===== src/rtl/dtt_pkg.sv =====
// ----------------------------------------------------------------------------
// dtt_pkg: shared types and constants of the deadline timer table
// Field widths, command and result codes, and the request record that
// travels from the front end to the back end.
// ----------------------------------------------------------------------------
package dtt_pkg;

   localparam int TableDepth = 16;
   localparam int TimeBits   = 32;
   localparam int CbIdBits   = 16;
   localparam int SeqBits    = 32;
   localparam int IdxBits    = $clog2(TableDepth);
   localparam int MaxResults = 16;

   typedef enum logic [1:0] {
      FUNC_SCHEDULE   = 2'd0,
      FUNC_CANCEL     = 2'd1,
      FUNC_RESCHEDULE = 2'd2,
      FUNC_PULSE      = 2'd3
   } func_type;

   typedef enum logic [2:0] {
      KIND_ISSUED      = 3'd0,
      KIND_CANCELLED   = 3'd1,
      KIND_CANCEL_MISS = 3'd2,
      KIND_FIRED       = 3'd3,
      KIND_NONE_DUE    = 3'd4,
      KIND_FULL        = 3'd5,
      KIND_RESCHED_MISS = 3'd6
   } kind_type;

   typedef enum logic [1:0] {
      ST_IDLE,
      ST_SEARCH,
      ST_FIRE
   } state_type;

   // request as classified by the front end
   typedef struct packed {
      func_type              func;
      logic [TimeBits-1:0]   deadline;   // saturated now+delay, or 0
      logic                  zero_delay;
      logic [TimeBits-1:0]   limit;      // pulse bound
      logic [CbIdBits-1:0]   cb_id;
      logic [TimeBits-1:0]   ticket_time;
      logic [SeqBits-1:0]    ticket_seq;
   } req_type;

endpackage


===== src/rtl/dtt_front.sv =====
// ----------------------------------------------------------------------------
// dtt_front: request intake and classification
// Computes the saturated deadline and pulse limit, then pushes the
// request into a two-entry queue read by the back end.
// ----------------------------------------------------------------------------
module dtt_front (
   input  logic                        clock,
   input  logic                        reset,
   input  logic                        req_valid,
   output logic                        req_ready,
   input  logic [1:0]                  req_func,
   input  logic [dtt_pkg::TimeBits-1:0] req_delay,
   input  logic [dtt_pkg::TimeBits-1:0] req_current_time,
   input  logic [dtt_pkg::CbIdBits-1:0] req_cb_id,
   input  logic [dtt_pkg::TimeBits-1:0] req_ticket_time,
   input  logic [dtt_pkg::SeqBits-1:0]  req_ticket_seq,
   input  logic                        req_immediate,
   output logic                        q_valid,
   input  logic                        q_pop,
   output dtt_pkg::req_type            q_data
);
   import dtt_pkg::*;

   req_type           slot_ff [2];
   logic              slot_in_valid;
   logic [1:0]        count_ff, count_in;
   logic              rd_ff, rd_in, wr_ff, wr_in;
   req_type           item;
   logic [TimeBits:0] sum;
   logic              push;

   assign sum = {1'b0, req_current_time} + {1'b0, req_delay};

   always_comb begin
      item.func        = func_type'(req_func);
      item.zero_delay  = (req_delay == '0);
      item.deadline    = item.zero_delay ? '0 :
                         (sum[TimeBits] ? {TimeBits{1'b1}} : sum[TimeBits-1:0]);
      item.limit       = req_immediate ? '0 : req_current_time;
      item.cb_id       = req_cb_id;
      item.ticket_time = req_ticket_time;
      item.ticket_seq  = req_ticket_seq;
   end

   assign req_ready = (count_ff != 2'd2);
   assign push      = req_valid && req_ready;
   assign q_valid   = (count_ff != 2'd0);
   assign q_data    = slot_ff[rd_ff];
   assign slot_in_valid = push;

   always_comb begin
      count_in = count_ff + {1'b0, push} - {1'b0, q_pop};
      rd_in    = q_pop ? ~rd_ff : rd_ff;
      wr_in    = push ? ~wr_ff : wr_ff;
   end

   always_ff @(posedge clock) begin
      if (reset) begin
         count_ff <= '0;
         rd_ff    <= 1'b0;
         wr_ff    <= 1'b0;
      end else begin
         count_ff <= count_in;
         rd_ff    <= rd_in;
         wr_ff    <= wr_in;
      end
      if (slot_in_valid) slot_ff[wr_ff] <= item;
   end

endmodule


===== config.mk =====
export PLATFORM = sky130hd
export DESIGN_NAME = dtt_front
export DESIGN_NICKNAME = d
export VERILOG_FILES = /design/src/rtl/dtt_pkg.sv /design/src/rtl/dtt_front.sv
export SDC_FILE = /design/constraint.sdc
export NUM_CORES = 1
export LEC_CHECK = 0
export ABC_AREA = 1
export BUFFER_PORTS_ARGS = -buffer_cell sky130_fd_sc_hd__clkbuf_2
export CAP_MARGIN = 40
export CORE_AREA = 2 2 202 244
export CTS_CLUSTER_DIAMETER = 50
export DETAILED_ROUTE_END_ITERATION = 10
export DIE_AREA = 0 0 204 246
export PLACE_DENSITY = 0.6
export SYNTH_ARGS = -nofsm -noshare
export SYNTH_HDL_FRONTEND = slang
export SYNTH_SLANG_ARGS = --single-unit

===== constraint.sdc =====
create_clock -name clock -period 19.8 [get_ports clock]
set_input_delay 0 -clock clock [delete_from_list [all_inputs] [get_ports clock]]
set_output_delay 0 -clock clock [all_outputs]
set_load 0.005 [all_outputs]

* Word level (Yosys, flattened, before mapping) *
Memories as Yosys holds them, arrays and structs flattened. A register that Yosys moved wholly into a read port is not among the register bits.
Index checks and enable logic that the tools add are counted.

word-level totals
  input bits = 151
  memories = 1
  word-level logic and storage cells = 20
  output and inout bits = 149
  bits in latches = 0
  register bits = 4
  bits in read-only memories = 0
  RAM bits = 294

operators by class
  bitwise logic cells = 2
  reductions and logical operators = 3
  equality and inequality tests = 1
  order comparisons = 0
  multiplexer cells = 7
  divide/modulo/power cells = 0
  add/subtract/negate cells = 3
  multiply operators = 0
  shifts and indexed selects = 0

memories
  memory   depth  width  rd ports  clocked after Yosys merged registers in  wr ports  line             text
  slot_ff  2      147    1         1                                        1         dtt_front.sv:24  req_type slot_ff [2];

operator list
  operator                                      number
  32-bit 2-to-1 mux                             3
  32-bit by 32-bit adder with 33-bit output     1
  32-bit zero test                              1
  1-bit 2-to-1 mux                              4
  2-bit by 1-bit adder with 2-bit output        1
  2-bit inequality test, second input constant  1
  1-bit NOT                                     2
  2-bit nonzero test                            1
  2-bit by 1-bit subtractor with 2-bit output   1
  1-bit logical AND                             1

* Logic depth before layout (Yosys ltp) *
Gate-level depths: netlist of the first run.

  word-level depth = 4
  mapped depth = 15
  mapped depth without buffers = 15

* Least setup slack after synthesis of the first run *
OpenSTA, ideal clock, no wires.

  path type = flip-flop to flip-flop
  start point = reg count_ff[0]
  end point = mem slot_ff[1][0] in the netlist's numbering (enable)
  required time = 19.143 ns
  arrival time = 6.688 ns
  library setup time = 0.657 ns
  stages on the path, launching flop included = 5
  setup slack = 12.455 ns
  period minus slack after synthesis = 7.345 ns
  path buffers = 0
  cell sequence = dfxtp_1 > inv_1 > nand2_1 > nand2_1 > nor2_1

between the ends
  word-level cells in the longest chain between the ends = 4

RTL lines
  element                                 line             text
  from (decl)                             dtt_front.sv:26  logic [1:0] count_ff, count_in;
  from (signal assigned)                  dtt_front.sv:63  count_ff <= count_in;
  2-bit inequality test                   dtt_front.sv:45  assign req_ready = (count_ff != 2'd2);
  named net req_ready                     dtt_front.sv:10  output logic req_ready,
  1-bit logical AND                       dtt_front.sv:46  assign push = req_valid && req_ready;
  1-bit 2-to-1 mux                        dtt_front.sv:67  if (slot_in_valid) slot_ff[wr_ff] <= item;
  1-bit 2-to-1 mux (implied by the code)  dtt_front.sv:67
  to (decl)                               dtt_front.sv:24

The timed path passes the listed nets, and every way through them passes these cells.

==> summary.md, run 1 <==
| Metric | Value |
|---|---|
| RSZ-0062 raised after global routing | no |
| Max-slew headroom | between 40% and 50% |
| Min Hold Slack | 0.1001 ns |
| TritonCTS clock tree | built |
| Final Slew Violations | 0 |
| Nets | approximately 1800 |
| Worst flop-to-flop path startpoint | count_ff[0] |
| Critical Path Sink Type | flop |
| Post-Syn Area | 14210 µm² |
| Crit path time final | ~2.5 ns |
| Clk pwr share | slightly above 40% |
| Worst Reg-to-Reg Cells | 6 |
| Comb pwr share | ~17% |
| Hold Path Class | primary input to flop |
| Die height | between 200 and 250 µm |
| Area grow syn2layout | 34.47% |
| Most frequent cells in the layout | clkbuf_2 (299), edfxtp_1 (294), nand2_1 (235), inv_1 (166), mux2_2 (147) |
| Hold Crit Depth | 2 |
| Syn_nets | ~1400 |
| Setup TNS | 0 ns |
| Post-route DRC | 0 |
| Worst Tran Pin Value | 0.7701 ns |
| Post-synth EDFFs | ~290 |
| Design area | around 19000 µm² |
| Share of layout cells above drive strength 1 | around 37% |
| # rows | 88 |
| Worst skew pair latency | 0.54 ns |
| Met1 WL | ~15000 µm |
| Cells after Synth | ~1200 |
| Cts bufs inserted | 39 |
| Vias in the first global route | just over 10000 |
| Remaining global-route overflow | 0 |
| Longest Clk Path Bufs | 3 |
| WP data arrival | between 2 and 3 ns |
| Die Area | about 50000 µm² |
| Ys flop type | edfxtp_1 |
| Status | finished, final reports clean |
| Mapped Avg Cell Area | roughly 12 µm² |
| Clock net sink count | roughly 300 |
| Sw frac | about a quarter |
| Pin count of the biggest net entering global routing | 62 |
| Critical path startpoint | req_delay[0] |
| DRT iter0 DRCs | approximately 340 |
| H-tree lvl count | 2 |
| Global-route wire length before repair | 56380 µm |
| ANT nets after route | 0 |
| Max_cap viols | 0 |
| Routed len/inst | 16.57 µm |
| Async SR Flop Fraction | 0% |
| DR WL met2 | 19340 µm |
| Peak supply drop | approximately 0.000057 V |
| Critical setup path kind | primary input to flop |
| Synth unique cells | 42 |
| Clock-pin slew on the worst setup and hold paths | about 0.060 ns |
| Max Clk Rate | about 0.4 GHz |
| Vias/cell | around 4.4 |
| Psw | approximately 0.48 mW |
| Post-CTS Setup Bufs | 0 |
| Warnings, synthesis | 0 |
| Core region area | approximately 48000 µm² |
| Initial core utilization | 29.74% |
| DP Wirelength | between 20000 and 30000 µm |
| Chip Width | 204 µm |
| Uppermost layer routed | met5 |
| Detailed Route WL | between 30000 and 40000 µm |
| Hold Crit Start | req_immediate |
| Crit-path max FO | 17 |
| I/O pins | 300 |
| Req. time, crit path | roughly 20 ns |
| Most common cell after layout, fill and taps aside | clkbuf_2 |
| Via count | just under 10000 |
| Antenna violations before repair | 3 |
| Synth Register Bits | between 200 and 300 |
| Endpoints failing setup | 0 |
| Internal Power | around 1.4 mW |
| Final hold vios | 0 |
| DR WL met3 | 1993 µm |
| Slack of the worst reg-to-reg path | ~17 ns |
| Kind of start point of the critical path | primary input |
| Dpl cell area | 16520 µm² |
| Buffers added on ports | 299 |
| Leakage | 8.141 nW |
| GP Congestion | ~0.89 |
| Final period util | roughly an eighth |
| Power per standard cell area | 97.92 nW/µm² |
| Gr usage total | 14.70% |
| Skew final | approximately 0.019 ns |
| Seq pwr share | a little over two fifths |
| Post-synthesis sequential area ratio | a little over three fifths |
| Number of detailed-route iterations in the first pass | 4 |
| Root Driver | clkbuf_16 |
-- flip-flops by register name, summed over array words and instances (netlist names), named ones only --
signal / flops
slot_ff: 294
count_ff: 2
rd_ff: 1
wr_ff: 1
-- power by group through the flow --
stage | logic (mW) | clock network [mW] | registers [mW]
final | 0.324 | 0.756 | 0.791
after global routing | 0.359 | 0.802 | 0.797
after CTS | 0.332 | 0.780 | 0.792
after detailed placement | 0.310 | 0 | 0.805
after global placement | 0.305 | 0 | 0.802
after floorplan | 0.182 | 0 | 0.812
-- critical path, stage by stage --
cell and delay [ns]:
dlygate4sd3_1 0.54, clkbuf_2 0.12, ha_1 0.25, fa_1 0.47, nand3_2 0.12, nand3_2 0.11, nand2_2 0.11, nand2_4 0.07
nand2_2 0.07, nand2_4 0.06, a21oi_4 0.32, buf_16 0.22, inv_2 0.13, o21ai_0 0.16, inv_1 0.07
-- cells by family after synthesis --
| group | share of synthesized area, % |
|---|---|
| buffers and inverters | 5.766 |
| and+or+nand+nor | 13.70 |
| DFF | 62.82 |
| AOI/OAI and AO/OA | 1.893 |
| xor gates and xnor gates | 1.048 |
| adders and majority gates | 3.134 |
| muxes | 11.65 |
-- area by class of cell --
type                    instances  area, µm²
fillers                      4578      28670
diodes                          1      2.502
flip-flops and latches        299       8932
clock inverters                28      392.9
well taps                     630      788.3
clock buffers                  42       1008
multi-input cells             669       4481
repair buffers                429       2830
inverters                     179      678.2
-- routing by layer --
layer / GRT usage (%) / vias up
li1: - / 4848
met1: 16.12 / 4745
met2: 26.99 / 244
met3: 3.611 / 77
met4: 5.946 / 4
met5: 0 / -
-- cells in the mapped netlist (3+ instances only) --
cell | number | area [µm²]
edfxtp_1 | 294 | 8828
nand2_1 | 235 | 882.1
inv_1 | 166 | 623.1
mux2_2 | 147 | 1655
nor2_1 | 93 | 349.1
ha_1 | 34 | 425.4
nand3_1 | 27 | 135.1
nand2_2 | 23 | 143.9
a21oi_1 | 17 | 85.08
nor2_2 | 16 | 100.1
buf_2 | 14 | 70.07
inv_2 | 10 | 37.54
nand3_2 | 10 | 100.1
xor2_1 | 9 | 78.83
xnor2_1 | 8 | 70.07
a21oi_2 | 7 | 61.31
clkbuf_1 | 6 | 22.52
nor3_1 | 6 | 30.03
o21ai_1 | 6 | 30.03
dfxtp_1 | 5 | 100.1
and2_1 | 4 | 25.02
nand3b_1 | 4 | 30.03
o21ai_2 | 4 | 35.03
buf_6 | 3 | 33.78
-- per-stage QoR --
stage / instances / util, % / worst slack [ns] / power, mW
6_report: 2277 / 40.00 / 17.27 / 1.872
5_1_grt: 2277 / 40.00 / 17.09 / 1.958
4_1_cts: 2276 / 39.99 / 17.20 / 1.904
3_5_place_dp: 2087 / 34.57 / 17.24 / 1.116
3_3_place_gp: 2084 / 34.39 / 16.84 / 1.106
2_1_floorplan: 1171 / - / 12.46 / 0.9946
-- repair_timing --
item / 4_1_cts / 5_1_grt
endpoints found under the hold margin: 237 / 0
gates resized for setup: 0 / 0
hold buffers: 119 / 0
-- path summary, 6_finish.rpt --
path                                        end
worst max-delay path            slot_ff[0][113]
worst min-delay path             slot_ff[1][87]
worst max register to register  slot_ff[0][139]
worst min register to register            rd_ff
(Power assumes the default switching activity.)
==> inputs of run 2 (changes only) <==
==> constraint.sdc (replaced) <==
create_clock -name clock -period 2.54 [get_ports clock]
set_input_delay 0 -clock clock [delete_from_list [all_inputs] [get_ports clock]]
set_output_delay 0 -clock clock [all_outputs]
set_load 0.005 [all_outputs]
==> run 2 against run 1 <==
Final cell count grew 0.26%. Total power grew to 7.5 times the previous value. Sequential cell count is the same. Combinational power grew to 7.9 times the previous value. Utilization shrank 0.12 points. Clock skew shrank 0.011 ns. Non-clock buffer count grew 7. Sequential share of layout area grew 0.14 points. Sequential power grew to 7.8 times the previous value.
==> summary.md, run 2 (synthesis gave the netlist of run 1 again) <==
| Metric | Value |
|---|---|
| Worst flop-to-flop path startpoint | count_ff[0] |
| CTS resizes | 0 (unchanged) |
| Core region area | 47790 µm² (unchanged) |
| WP data arrival | 2.57 ns (-0.26 ns) |
| Endpoints failing setup | 0 (unchanged) |
| Cts bufs inserted | 37 (-5.1%) |
| Final hold vios | 0 (unchanged) |
| TritonCTS clock tree | built |
| Routed len/inst | 16.40 µm (-1.0%) |
| Worst Tran Pin Value | 0.6425 ns (-0.1277 ns) |
| Max-slew headroom | 57.17% (+8.5 points) |
| Die height | 246 µm (unchanged) |
| H-tree lvl count | 2 (unchanged) |
| Gr usage total | 14.77% (+0.068 points) |
| Buffers added on ports | 299 (unchanged) |
| Top Registers | slot_ff (294), count_ff (2) |
| Root Driver | clkbuf_16 |
| Critical setup path kind | primary input to flop |
| Clock net sink count | 299 (unchanged) |
| Hold Path Class | primary input to flop |
| Power per standard cell area | 733.5 nW/µm² (+650%) |
| Longest Clk Path Bufs | 3 (unchanged) |
| Kind of start point of the critical path | primary input |
| Register area | 8934 µm² (about the same) |
| Nets | 1808 (+0.28%) |
| Leakage | 8.109 nW (-0.39%) |
| DP Wirelength | 27380 µm (-0.19%) |
| Post-route DRC | 0 (unchanged) |
| Chip Width | 204 µm (unchanged) |
| DRT iter0 DRCs | 389 (+15%) |
| Worst Reg-to-Reg Cells | 5 (-1) |
| Final worst slack | 0.2480 ns (-17.02 ns) |
| Status | finished, final reports clean |
| Via count | 9908 (-0.10%) |
| I/O pins | 300 (unchanged) |
| Number of filler cells placed in the layout | 4646 (+1.5%) |
| Area of the multi-input gates | 4496 µm² (+0.34%) |
| Global-route wire length before repair | 56630 µm (+0.44%) |
| Peak supply drop | 0.0004234 V (+640%) |
| Final Slew Violations | 0 (unchanged) |
| Number of detailed-route iterations in the first pass | 4 (unchanged) |
| Worst reg2reg path endpoint | slot_ff[0][108] |
| Clock-pin slew on the worst setup and hold paths | 0.06 ns (about the same) |
| Max reg flops | 294 (unchanged) |
| Remaining global-route overflow | 0 (unchanged) |
| Share of layout cells above drive strength 1 | 36.89% (+0.19 points) |
| Most frequent cells in the layout | clkbuf_2 (299), edfxtp_1 (294), nand2_1 (233), inv_1 (165), mux2_2 (147) |
| Worst slack at placement | 0.2398 ns (-17.00 ns) |
| Vias in the first global route | 10370 (+0.47%) |
| Max Clk Rate | approximately 0.44 GHz |
| Hold Crit Depth | 2 (unchanged) |
| Worst Hold Path EP | slot_ff[1][91] |
| Antenna violations before repair | 3 (unchanged) |
| Worst skew pair latency | 0.54 ns (about the same) |
| Req. time, crit path | 2.81 ns (-17.29 ns) |
| Util after Layout | 39.88% (-0.12 points) |
| Critical Path Sink Type | flop |
| Skew final | 0.008727 ns (-0.01072 ns) |
| Die Area | 50180 µm² (unchanged) |
| Final period util | 90.24% |
| Crit-path max FO | 14 (-3) |
| Initial core utilization | 29.74% (unchanged) |
| # rows | 88 (unchanged) |
| Top reg by flops | slot_ff |
| Most common cell after layout, fill and taps aside | clkbuf_2 |
| Hold Crit Start | req_immediate |
| Area grow syn2layout | 34.08% |
| Max_cap viols | 0 (unchanged) |
| Detailed Route WL | 37450 µm (-0.74%) |
| Crit path time final | 2.292 ns |
| Vias/cell | 4.340 (-0.36%) |
| GP Congestion | 0.8984 (+0.57%) |
| ANT nets after route | 0 (unchanged) |
| Pin count of the biggest net entering global routing | 81 (+31%) |
| RSZ-0062 raised after global routing | no |
| Slack of the worst reg-to-reg path | 0.89 ns (-16.44 ns) |
[run 2: cell types whose count changed in the layout (fill, tap and decap cells not counted), moves of 2 or more]
cell	delta
clkbuf_1	+4
buf_12	+7
buf_16	-2
bufinv_16	-5
nand2_4	+2
clkinv_8	-3
inv_8	+2
nand2_1	-2
[run 2: cell type report]
class                           count  area share, %
Antenna cell                        2        0.02626
Clock buffer                       45          5.239
Clock inverter                     23          1.182
Inverter                          179          3.559
Multi-Input combinational cell    669          23.59
Sequential cell                   299          46.88
Tap cell                          630          4.136
Timing Repair Buffer              436          15.39
[run 2: critical path: stages]
cell           delay (ns)
dlygate4sd3_1        0.53
clkbuf_2             0.12
ha_1                 0.26
fa_1                 0.47
nand3_2              0.11
nand3_2              0.11
nand2_2              0.10
nand2_4              0.07
nand2_2              0.08
nand2_4              0.06
a21oi_4              0.15
buf_4                0.28
nand2_1              0.08
nor2_1               0.09
nor2_1               0.06
[run 2: worst max path at each step]
stage | start | to | slack (ns)
2_1_floorplan | count_ff[0] | slot_ff[1][0] | -0.58
3_3_place_gp | req_delay[0] | slot_ff[0][130] | 0.27
3_5_place_dp | req_delay[0] | slot_ff[1][130] | 0.24
4_1_cts | req_delay[0] | slot_ff[0][130] | 0.27
5_1_grt | req_delay[0] | slot_ff[0][130] | 0.13
6_report | req_delay[0] | slot_ff[0][130] | 0.25
[run 2: metal layers]
| metal | routed length [µm] | vias to the layer above | track usage [%] |
|---|---|---|---|
| met5 | 16 | - | 0 |
| met4 | 1502 | 2 | 6.756 |
| met3 | 2071 | 75 | 3.280 |
| met2 | 19320 | 274 | 26.90 |
| met1 | 14540 | 4697 | 16.29 |
| li1 | - | 4860 | - |
[run 2: what timing repair did]
action	CTS	global route
setup buffers	0	0
endpoints found under the hold margin	242	0
hold buffers	120	0
[run 2: stage by stage]
| step | std cells | hold slack, ns | setup TNS (ns) | cell area, µm² | power, mW |
|---|---|---|---|---|---|
| floorplan | 1171 | 0.06383 | -165.98 | 14240 | 7.683 |
| global placement | 2092 | 0.1904 | 0 | 16600 | 8.692 |
| detailed placement | 2093 | 0.1936 | 0 | 16630 | 8.744 |
| CTS | 2281 | 0.1036 | 0 | 19050 | 14.22 |
| global route | 2282 | 0.1551 | 0 | 19050 | 14.67 |
| finish | 2283 | 0.1306 | 0 | 19060 | 13.98 |
[run 2: power by group]
group | switching [mW] | total [mW] | leakage, nW | internal, mW
clock network | 2.08 | 5.23 | 0.601 | 3.15
logic | 1.44 | 2.57 | 4.74 | 1.13
registers | 0.130 | 6.18 | 2.77 | 6.05
==> inputs of run 3 (changes only) <==
--- a/config.mk
+++ b/config.mk
@@ -9,6 +9,7 @@
 export BUFFER_PORTS_ARGS = -buffer_cell sky130_fd_sc_hd__clkbuf_2
 export CAP_MARGIN = 40
 export CORE_AREA = 2 2 202 244
+export CTS_BUF_LIST = sky130_fd_sc_hd__clkbuf_8
 export CTS_CLUSTER_DIAMETER = 50
 export DETAILED_ROUTE_END_ITERATION = 10
 export DIE_AREA = 0 0 204 246
==> run 3 against run 2 <==
Sequential power barely moved. Cell area fell by 1.2%. Hold slack got worse by 0.061 ns.
==> summary.md, run 3 (synthesis gave the netlist of run 1 again) <==
| Metric | Value |
|---|---|
| Max_cap viols | 0 (unchanged) |
| Final Slew Violations | 0 (unchanged) |
| Worst path max stage delay | 0.53 ns (about the same) |
| Endpoints failing setup | 0 (unchanged) |
| Worst slack at placement | 0.2398 ns (unchanged) |
| Clock net sink count | 299 (unchanged) |
| DR WL met3 | 1878 µm (-9.3%) |
| Most frequent cells in the layout | clkbuf_2 (299), edfxtp_1 (294), nand2_1 (233), inv_1 (187), mux2_2 (147) |
| Remaining global-route overflow | 0 (unchanged) |
| Max reg flops | 294 (unchanged) |
| Top reg by flops | slot_ff |
| Worst-path cell chain | dlygate4sd3_1, clkbuf_2, ha_1, fa_1, nand3_2, nand3_2, nand2_2, nand2_4, nand2_2, nand2_4, a21oi_4, buf_4, nand2_1, nor2_1, nor2_1 |
| Uppermost layer routed | met5 |
| H-tree lvl count | 2 (unchanged) |
| Global-route wire length before repair | 56670 µm (about the same) |
| Worst Tran Pin Value | 0.6281 ns (-0.01438 ns) |
| Crit path time final | 2.247 ns (-0.04548 ns) |
| Area grow syn2layout | 32.41% |
| Util after Layout | 39.39% (-0.49 points) |
| Chip Width | 204 µm (unchanged) |
| ANT nets after route | 0 (unchanged) |
| Met1 WL | 14860 µm (+2.2%) |
| Dpl cells | 2093 (unchanged) |
| CTS resizes | 0 (unchanged) |
| Via count | 9946 (+0.38%) |
| Antenna violations before repair | 4 (+1) |
| Detailed Route WL | 37580 µm (+0.34%) |
| Req. time, crit path | 2.87 ns (+0.06 ns) |
| Area of the multi-input gates | 4496 µm² (unchanged) |
| Total power | 12.91 mW (-7.6%) |
| Post-CTS Setup Bufs | 0 (unchanged) |
| Worst flop-to-flop path startpoint | count_ff[0] |
| Cell family with most CP delay | buffers and inverters |
| Internal Power | 9.451 mW (-8.5%) |
| Vias/cell | 4.311 (-0.66%) |
| Initial core utilization | 29.74% (unchanged) |
| Final non-filler cell total | 2307 (+1.1%) |
| Final hold vios | 0 (unchanged) |
| Buffers added on ports | 299 (unchanged) |
| Worst Hold Path EP | slot_ff[1][90] |
| Top Registers | slot_ff (294), count_ff (2) |
| Die Area | 50180 µm² (unchanged) |
| Hold Path Class | primary input to flop |
| Vias in the first global route | 10540 (+1.7%) |
| Power per standard cell area | 686.2 nW/µm² (-6.4%) |
| WP data arrival | 2.58 ns (about the same) |
| Pin count of the biggest net entering global routing | 81 (unchanged) |
| Sw frac | 26.82% (+0.69 points) |
| Root Driver | clkbuf_8 |
| DRT iter0 DRCs | 369 (-5.1%) |
| Seq pwr share | 47.8% (+3.6 points) |
| DR WL met2 | 19370 µm (+0.28%) |
| Nets | 1823 (+0.83%) |
| Post-route DRC | 0 (unchanged) |
| Routed len/inst | 16.29 µm (-0.70%) |
| Share of layout cells above drive strength 1 | 36.84% (-0.051 points) |
| Clk pwr share | 32.2% (-5.2 points) |
| Hold buffer count at cts | 120 (unchanged) |
| GP Congestion | 0.8984 (unchanged) |
| Crit-path max FO | 14 (unchanged) |
| RSZ-0062 raised after global routing | no |
| Slowest library cell on the worst path | dlygate4sd3_1 |
| Critical setup path kind | primary input to flop |
| Hold Crit Depth | 2 (unchanged) |
| TritonCTS clock tree | built |
| Most common cell after layout, fill and taps aside | clkbuf_2 |
| Slack of the worst reg-to-reg path | 0.70 ns (-0.19 ns) |
| Final period util | 88.45% (-1.8 points) |
| Leakage | 8.088 nW (-0.26%) |
| Design area | 18820 µm² (-1.2%) |
| Number of filler cells placed in the layout | 4690 (+0.95%) |
| Final worst slack | 0.2935 ns (+0.04548 ns) |
| Crit path buffers/inverters | 3 (unchanged) |
| Psw | 3.464 mW (-5.2%) |
| Skew final | 0.02152 ns (+0.01279 ns) |
| Gr usage total | 14.74% (-0.025 points) |
| Number of detailed-route iterations in the first pass | 4 (unchanged) |
| Worst reg2reg path endpoint | count_ff[0] |
| Dpl cell area | 16630 µm² (unchanged) |
| Cts bufs inserted | 52 (+41%) |
| Hold Crit Start | req_immediate |
| Max Clk Rate | 0.4451 GHz (+2.0%) |
| Worst Reg-to-Reg Cells | 9 (+4) |
| DP Wirelength | 27380 µm (unchanged) |
| Comb pwr share | 19.9% (+1.5 points) |
| Worst skew pair latency | 0.60 ns (+0.06 ns) |
| I/O pins | 300 (unchanged) |
| Setup TNS | 0 ns (unchanged) |
| Critical Path Sink Type | flop |
| Clock-pin slew on the worst setup and hold paths | 0.06 ns (about the same) |
| Register area | 8934 µm² (unchanged) |
| Longest Clk Path Bufs | 3 (unchanged) |
| Kind of start point of the critical path | primary input |
| Max-slew headroom | 58.13% (+0.96 points) |
| Peak supply drop | 0.0004644 V (+9.7%) |
| Status | finished, final reports clean |
| Min Hold Slack | 0.06977 ns (-0.06084 ns) |
| # rows | 88 (unchanged) |
| Core region area | 47790 µm² (unchanged) |
| Die height | 246 µm (unchanged) |
## run 3: changes by cell type in the layout (fill, tap and decap cells not counted), sizes merged
cell      previous run  this run
inv                183       198
clkinvlp             1         2
clkbuf             344       353
clkinv              15        14
## run 3: worst max path at each step
stage / startpoint / endpoint / slack (ns) / cells after the start
after global placement: req_delay[0] / slot_ff[0][130] / 0.27 / 14
after CTS: flop / q_data[14] / 0.26 / 3
after global routing: req_delay[0] / slot_ff[0][130] / 0.20 / 15
after detailed placement: req_delay[0] / slot_ff[1][130] / 0.24 / 14
final: req_delay[0] / slot_ff[0][130] / 0.29 / 15
after floorplan: count_ff[0] / slot_ff[1][0] / -0.58 / 4
## run 3: area by class of cell
class	instances	share of cell area, %
timing repair buffer	436	15.58
inverter	179	3.603
tap	630	4.188
multi-input combinational	669	23.89
antenna	2	0.02659
sequential	299	47.47
clock inverter	38	1.296
clock buffer	54	3.949
## run 3: metal layers
layer  vias to the layer above  track usage [%]
met1                      4714            16.14
met3                        83            3.175
li1                       4880                -
met4                         4            6.756
met5                         -                0
met2                       265            27.07
## run 3: power groups by stage
| stage | Clock [mW] | Sequential (mW) | Combinational, mW |
|---|---|---|---|
| 6_report | 4.16 | 6.18 | 2.58 |
| 3_5_place_dp | 0 | 6.28 | 2.46 |
| 5_1_grt | 4.54 | 6.22 | 2.85 |
| 3_3_place_gp | 0 | 6.25 | 2.44 |
| 2_1_floorplan | 0 | 6.25 | 1.43 |
| 4_1_cts | 4.34 | 6.18 | 2.63 |
